**config.mk**
```make
export PLATFORM = sky130hd
export DESIGN_NAME = ibt_cell
export DESIGN_NICKNAME = d
export VERILOG_FILES = /design/src/rtl/core/ibt_pkg.sv /design/src/rtl/core/ibt_cell.sv
export SDC_FILE = /design/constraint.sdc
export NUM_CORES = 1
export LEC_CHECK = 0
export BUFFER_PORTS_ARGS = -buffer_cell sky130_fd_sc_hd__clkbuf_2
export CORE_MARGIN = 3
export CORE_UTILIZATION = 40
export CTS_BUF_LIST = sky130_fd_sc_hd__clkbuf_2
export CTS_CLUSTER_DIAMETER = 80
export DETAILED_ROUTE_END_ITERATION = 7
export PLACE_DENSITY = 0.73
export SYNTH_ARGS = -nofsm -noshare
export SYNTH_HDL_FRONTEND = slang
export SYNTH_SLANG_ARGS = --single-unit
```
**constraint.sdc**
```tcl
create_clock -name clk_i -period 4.6 [get_ports clk_i]
set_input_delay 0.46 -clock clk_i [delete_from_list [all_inputs] [get_ports clk_i]]
set_output_delay 0.46 -clock clk_i [all_outputs]
set_load 0.01 [all_outputs]
```
**src/rtl/core/ibt_pkg.sv**
```systemverilog
// Shared types and constants for the interval booking table.
package ibt_pkg;

  localparam int unsigned TIME_W       = 32;
  localparam int unsigned USED_W       = 7;
  localparam int unsigned CAPACITY_DEF = 64;

  // Result status codes
  typedef enum logic [1:0] {
    ST_BOOKED  = 2'd0,
    ST_OVERLAP = 2'd1,
    ST_FULL    = 2'd2,
    ST_INVALID = 2'd3
  } status_e;

  // Control states
  typedef enum logic {
    S_IDLE   = 1'b0,
    S_DECIDE = 1'b1
  } state_e;

  // Booking request transaction
  typedef struct packed {
    logic [TIME_W-1:0] start_time;
    logic [TIME_W-1:0] end_time;
  } req_t;

  // Booking result transaction
  typedef struct packed {
    logic [1:0]        status;
    logic [USED_W-1:0] entries_used;
  } rsp_t;

  // One stored interval as it moves along the cell chain
  typedef struct packed {
    logic              valid;
    logic [TIME_W-1:0] start_time;
    logic [TIME_W-1:0] end_time;
  } entry_t;

endpackage

```
**src/rtl/core/ibt_cell.sv**
```systemverilog
// One storage cell of the booking chain: holds an interval and checks overlap.
module ibt_cell
  import ibt_pkg::*;
(
  input  logic   clk_i,
  input  logic   rst_ni,
  input  logic   shift_i,
  input  entry_t entry_i,
  input  logic   cmp_i,
  input  req_t   req_i,
  output entry_t entry_o,
  output logic   clash_o
);

  logic              valid_q;
  logic [TIME_W-1:0] start_q;
  logic [TIME_W-1:0] end_q;
  logic              clash_q;
  logic              clash_d;

  // Compare the stored interval against the incoming request
  assign clash_d = valid_q && (start_q < req_i.end_time) && (end_q > req_i.start_time);

  // Hold valid; take the neighbor's valid on a shift
  always_ff @(posedge clk_i or negedge rst_ni) begin
    if (!rst_ni) begin
      valid_q <= 1'b0;
    end else if (shift_i) begin
      valid_q <= entry_i.valid;
    end
  end

  // Advance the interval payload on a shift
  always_ff @(posedge clk_i) begin
    if (shift_i) begin
      start_q <= entry_i.start_time;
      end_q   <= entry_i.end_time;
    end
  end

  // Capture the overlap flag when a request is taken
  always_ff @(posedge clk_i or negedge rst_ni) begin
    if (!rst_ni) begin
      clash_q <= 1'b0;
    end else if (cmp_i) begin
      clash_q <= clash_d;
    end
  end

  assign entry_o = '{valid: valid_q, start_time: start_q, end_time: end_q};
  assign clash_o = clash_q;

endmodule

```
==> Yosys cells after proc, flatten, opt, wreduce, memory -nomap -nowiden <==
Cells that the tools add are included.
{ "word_totals": {"elab_cells": 8, "out_inout_bits": 66, "input_bits": 133, "register_bits": 66} }
{ "op_classes": {"n_lt_le_gt_ge": 2, "n_reduce_logical": 2} }
{ "ops": {"columns": ["op", "count"], "rows": [
  ["$gt A32 B32 Y1", 1],
  ["$lt A32 B32 Y1", 1],
  ["$logic_and A1 B1 Y1", 2]
]} }

==> Depth between registers and ports, before layout <==
{ "depth": {"ltp_word": 3, "mapped_depth": 8} }

==> Worst setup path after synthesis <==
Ideal clock, no wire load.
{ "synth_timing": {"path_kind": "input to register", "from": "in req_i[62] in the netlist's numbering", "to": "reg clash_q (netlist: clash_o)", "path_stages": 7, "setup_slack_ns": 2.559, "t_arrival_ns": 1.945, "cell_sequence": "inv_1 -> ha_1 -> and4_1 -> nand4_1 -> or3_1 -> o221a_1 -> o32ai_2"} }
{ "synth_via": {"elab_chain_cells": 2} }
{ "synth_rtl": {"columns": ["element", "line_no", "source"], "rows": [
  ["start, declared", "ibt_cell.sv:10", "input req_t req_i,"],
  ["$gt A32 B32 Y1", "ibt_cell.sv:22", "assign clash_d = valid_q && (start_q < req_i.end_time) && (end_q > req_i.start_time);"],
  ["$logic_and A1 B1 Y1", "ibt_cell.sv:22", null],
  ["end signal, assigned", "ibt_cell.sv:46", "clash_q <= clash_d;"],
  ["end, declared", "ibt_cell.sv:18", "logic clash_q;"]
]} }
Every way passes these cells.
A chain may end at the register's enable or synchronous reset.

==> Worst setup path after layout <==
{ "layout_timing": {"from": "reg end_q[30]", "to": "reg clash_q (netlist: clash_o)"} }
{ "layout_via": {"elab_chain_cells": 2} }
{ "layout_rtl": {"columns": ["element", "line_no", "source"], "rows": [
  ["start, declared", "ibt_cell.sv:17", "logic [TIME_W-1:0] end_q;"],
  ["start signal, assigned", "ibt_cell.sv:37", "end_q <= entry_i.end_time;"],
  ["$gt A32 B32 Y1", "ibt_cell.sv:22", null],
  ["$logic_and A1 B1 Y1", "ibt_cell.sv:22", null]
]} }
Every way passes these cells.

==> impl_metrics.tcl <==
set metrics [dict create \
    synth-seq-cells 66 \
    layout-drive-gt1-share_pct 43.11 \
    fin_crit_sh_pct 48.10 \
    required_ns 5.02 \
    crit_type "flip-flop to flip-flop" \
    grt_pass1_vias 3156 \
    slew_headroom_pct 51.64 \
    gp_congestion 0.7779 \
    die_h_um 100.5 \
    avgSynthCellArea_um2 12.20 \
    cts_buffers 9 \
    finalSetupTns_ns 0 \
    layout_common_cells "206 x clkbuf_2, 66 x inv_1, 64 x edfxtp_1" \
    start_util_pct 42.42 \
    clkLatencyLatePin_ns 0.51 \
    cts_tree "done" \
    die_w_um 100.5 \
    nets 699 \
    synth_edf_count 64 \
    holdWs_ns 0.1024 \
    crit_buf_inv 0 \
    rsz0062_at_grt "no" \
    drt_iter0_drc 97 \
    hold_class "primary input to flip-flop" \
    fin_area_um2 4821 \
    avgRoutedWirePerCell_um 15.32 \
    io_buffers 198 \
    fmax_ghz 0.4520 \
    grt_max_degree 37 \
    maxCapViolations 0 \
    vias_per_cell 4.856 \
    slowest_delay_ns 0.46 \
    drtPass1Iterations 4 \
    fin_ws_ns 2.387 \
    crit_fanout 2 \
    hpwl_um 7928 \
    rows 33 \
    period_needed_ns 2.213 \
    io_pins 199 \
    powerDensity_nw_per_um2 285.4 \
    drc_errors 0 \
    clkTransAtPathRegs_ns 0.21 \
    crit_chain "ha_1 > and4_1 > nand4_1 > or3_1 > o221a_1 > o32ai_2" \
    cts_max_path_buffers 2 \
    cp_top_family "simple AND/OR/NAND/NOR gates" \
    report.final.slew_viol_count 0 \
    synth_nets 489 \
    core_area_um2 8423 \
    ant_nets 0 \
    synthArstFlopShare_pct 3.030 \
    cts.sink_count 66 \
    endpoint_kind "flip-flop" \
    antenna_found_initial 0 \
    yosys.cell_types.count 29 \
    synthCells 293 \
    pre_cts_ws_ns 2.301 \
    grt_pass1_wl_um 14610 \
    synth_area_um2 3573 \
    p_leak_nw 2.580 \
    irDropWorstVdd_uv 173.2 \
    area_growth_pct 34.91 \
    root_buffer "clkbuf_2" \
    worstPathArrival_ns 2.63 \
    r2r_slack_ns 2.39 \
    final_common_cell "clkbuf_2" \
    synth_ff_type "edfxtp_1" \
    tightest_slew_ns 0.7255 \
    setup_violations 0 \
    skew_ns 0.01796 \
    antennaDiodeCount 0 \
    ctsResizeCount 0 \
    hold_viol 0 \
    vias 2977 \
    yosys_warnings 0 \
    wl_um 9392 \
    dieArea_um2 10100 \
    fillers 755 \
    synth-seq-area-share_pct 55.18 \
    crit_path_start_kind "flip-flop" \
    h-tree-depth 3 \
    status "completed" \
    place_area_um2 4696 \
    cp_slowest_cell "edfxtp_1" \
    track_usage_pct 18.85 \
    gr-total-overflow 0 \
]
routing by layer:
layer / global-route usage, % / part of all wire (%) / routed length, um
met1: 19.68 / 36 / 3414
met2: 36.03 / 55 / 5146
met3: 5.813 / 7.4 / 693
met4: 5.285 / 1.5 / 138
met5: 0 / 0 / 0
kinds of logic after synthesis:
kind of cell               Yosys count  synth area share, %
buffers and inverters               67                7.143
DFF                                 66                55.18
adders and majority gates           63                22.06
and+or+nand+nor                     46                6.408
AOI/OAI and AO/OA                   50                8.894
muxes                                1               0.3151
worst reg2reg max path, delay by kind of cell (launching register included):
kind	cells	cell delay, ns
fa+ha+maj	1	0.31
simple gates	3	0.79
flops	1	0.46
compound gates	2	0.55
stage by stage:
stage,cells,power (W),utilization [%]
finish,613,0.001376,57.23
global route,613,0.001469,57.23
CTS,613,0.001396,57.23
detailed placement,596,0.001043,55.75
global placement,596,0.001028,55.75
floorplan,293,0.0008900,-
cells in the mapped netlist, types with 2 or more instances:
| cell type | instances | area, um2 |
|---|---|---|
| a221o_1 | 2 | 20.02 |
| o21ai_0 | 7 | 35.03 |
| nand4_1 | 10 | 62.56 |
| nor2_1 | 5 | 18.77 |
| nand3_1 | 9 | 45.04 |
| edfxtp_1 | 64 | 1922 |
| inv_1 | 66 | 247.7 |
| ha_1 | 63 | 788.3 |
| a21o_1 | 6 | 45.04 |
| a21oi_1 | 24 | 120.1 |
| nor4_1 | 2 | 12.51 |
| nand2_1 | 15 | 56.30 |
| dfrtp_1 | 2 | 50.05 |
| a211oi_1 | 3 | 22.52 |
registers in the layout, summed over array words and instances, names as in the netlist:
register / flops
start_q: 32
valid_q: 1
clash_o: 1
end_q: 32
timing repair:
item / in CTS / in global routing
buffers inserted: 0 / 0
hold buffers: 1 / 0
endpoints found under the hold margin: 2 / 0
power breakdown:
group / internal (W) / total, W / switching (W)
Sequential: 0.000714 / 0.000741 / 0.0000273
Combinational: 0.000137 / 0.000286 / 0.000149
Clock: 0.000124 / 0.000349 / 0.000225
worst paths after layout:
path	start	endpoint	cells past startpoint
setup reg to reg	end_q[30]	clash_o	6
hold reg to reg	valid_q	valid_q	1
max in group asynchronous	rst_ni	valid_q	2
setup / recovery	end_q[30]	clash_o	6
min in group asynchronous	rst_ni	clash_o	2
hold / removal	entry_i[27]	end_q[27]	1
final cells by class:
cell class	count	area, um2	share of cell area [%]
Sequential cell	66	1972	40.90
Multi-Input combinational cell	160	1346	27.93
Timing Repair Buffer	200	1008	20.92
Inverter	66	247.7	5.139
Tap cell	105	131.4	2.725
Clock inverter	7	70.07	1.453
Clock buffer	9	45.04	0.9343
(Power assumes the default switching activity.)
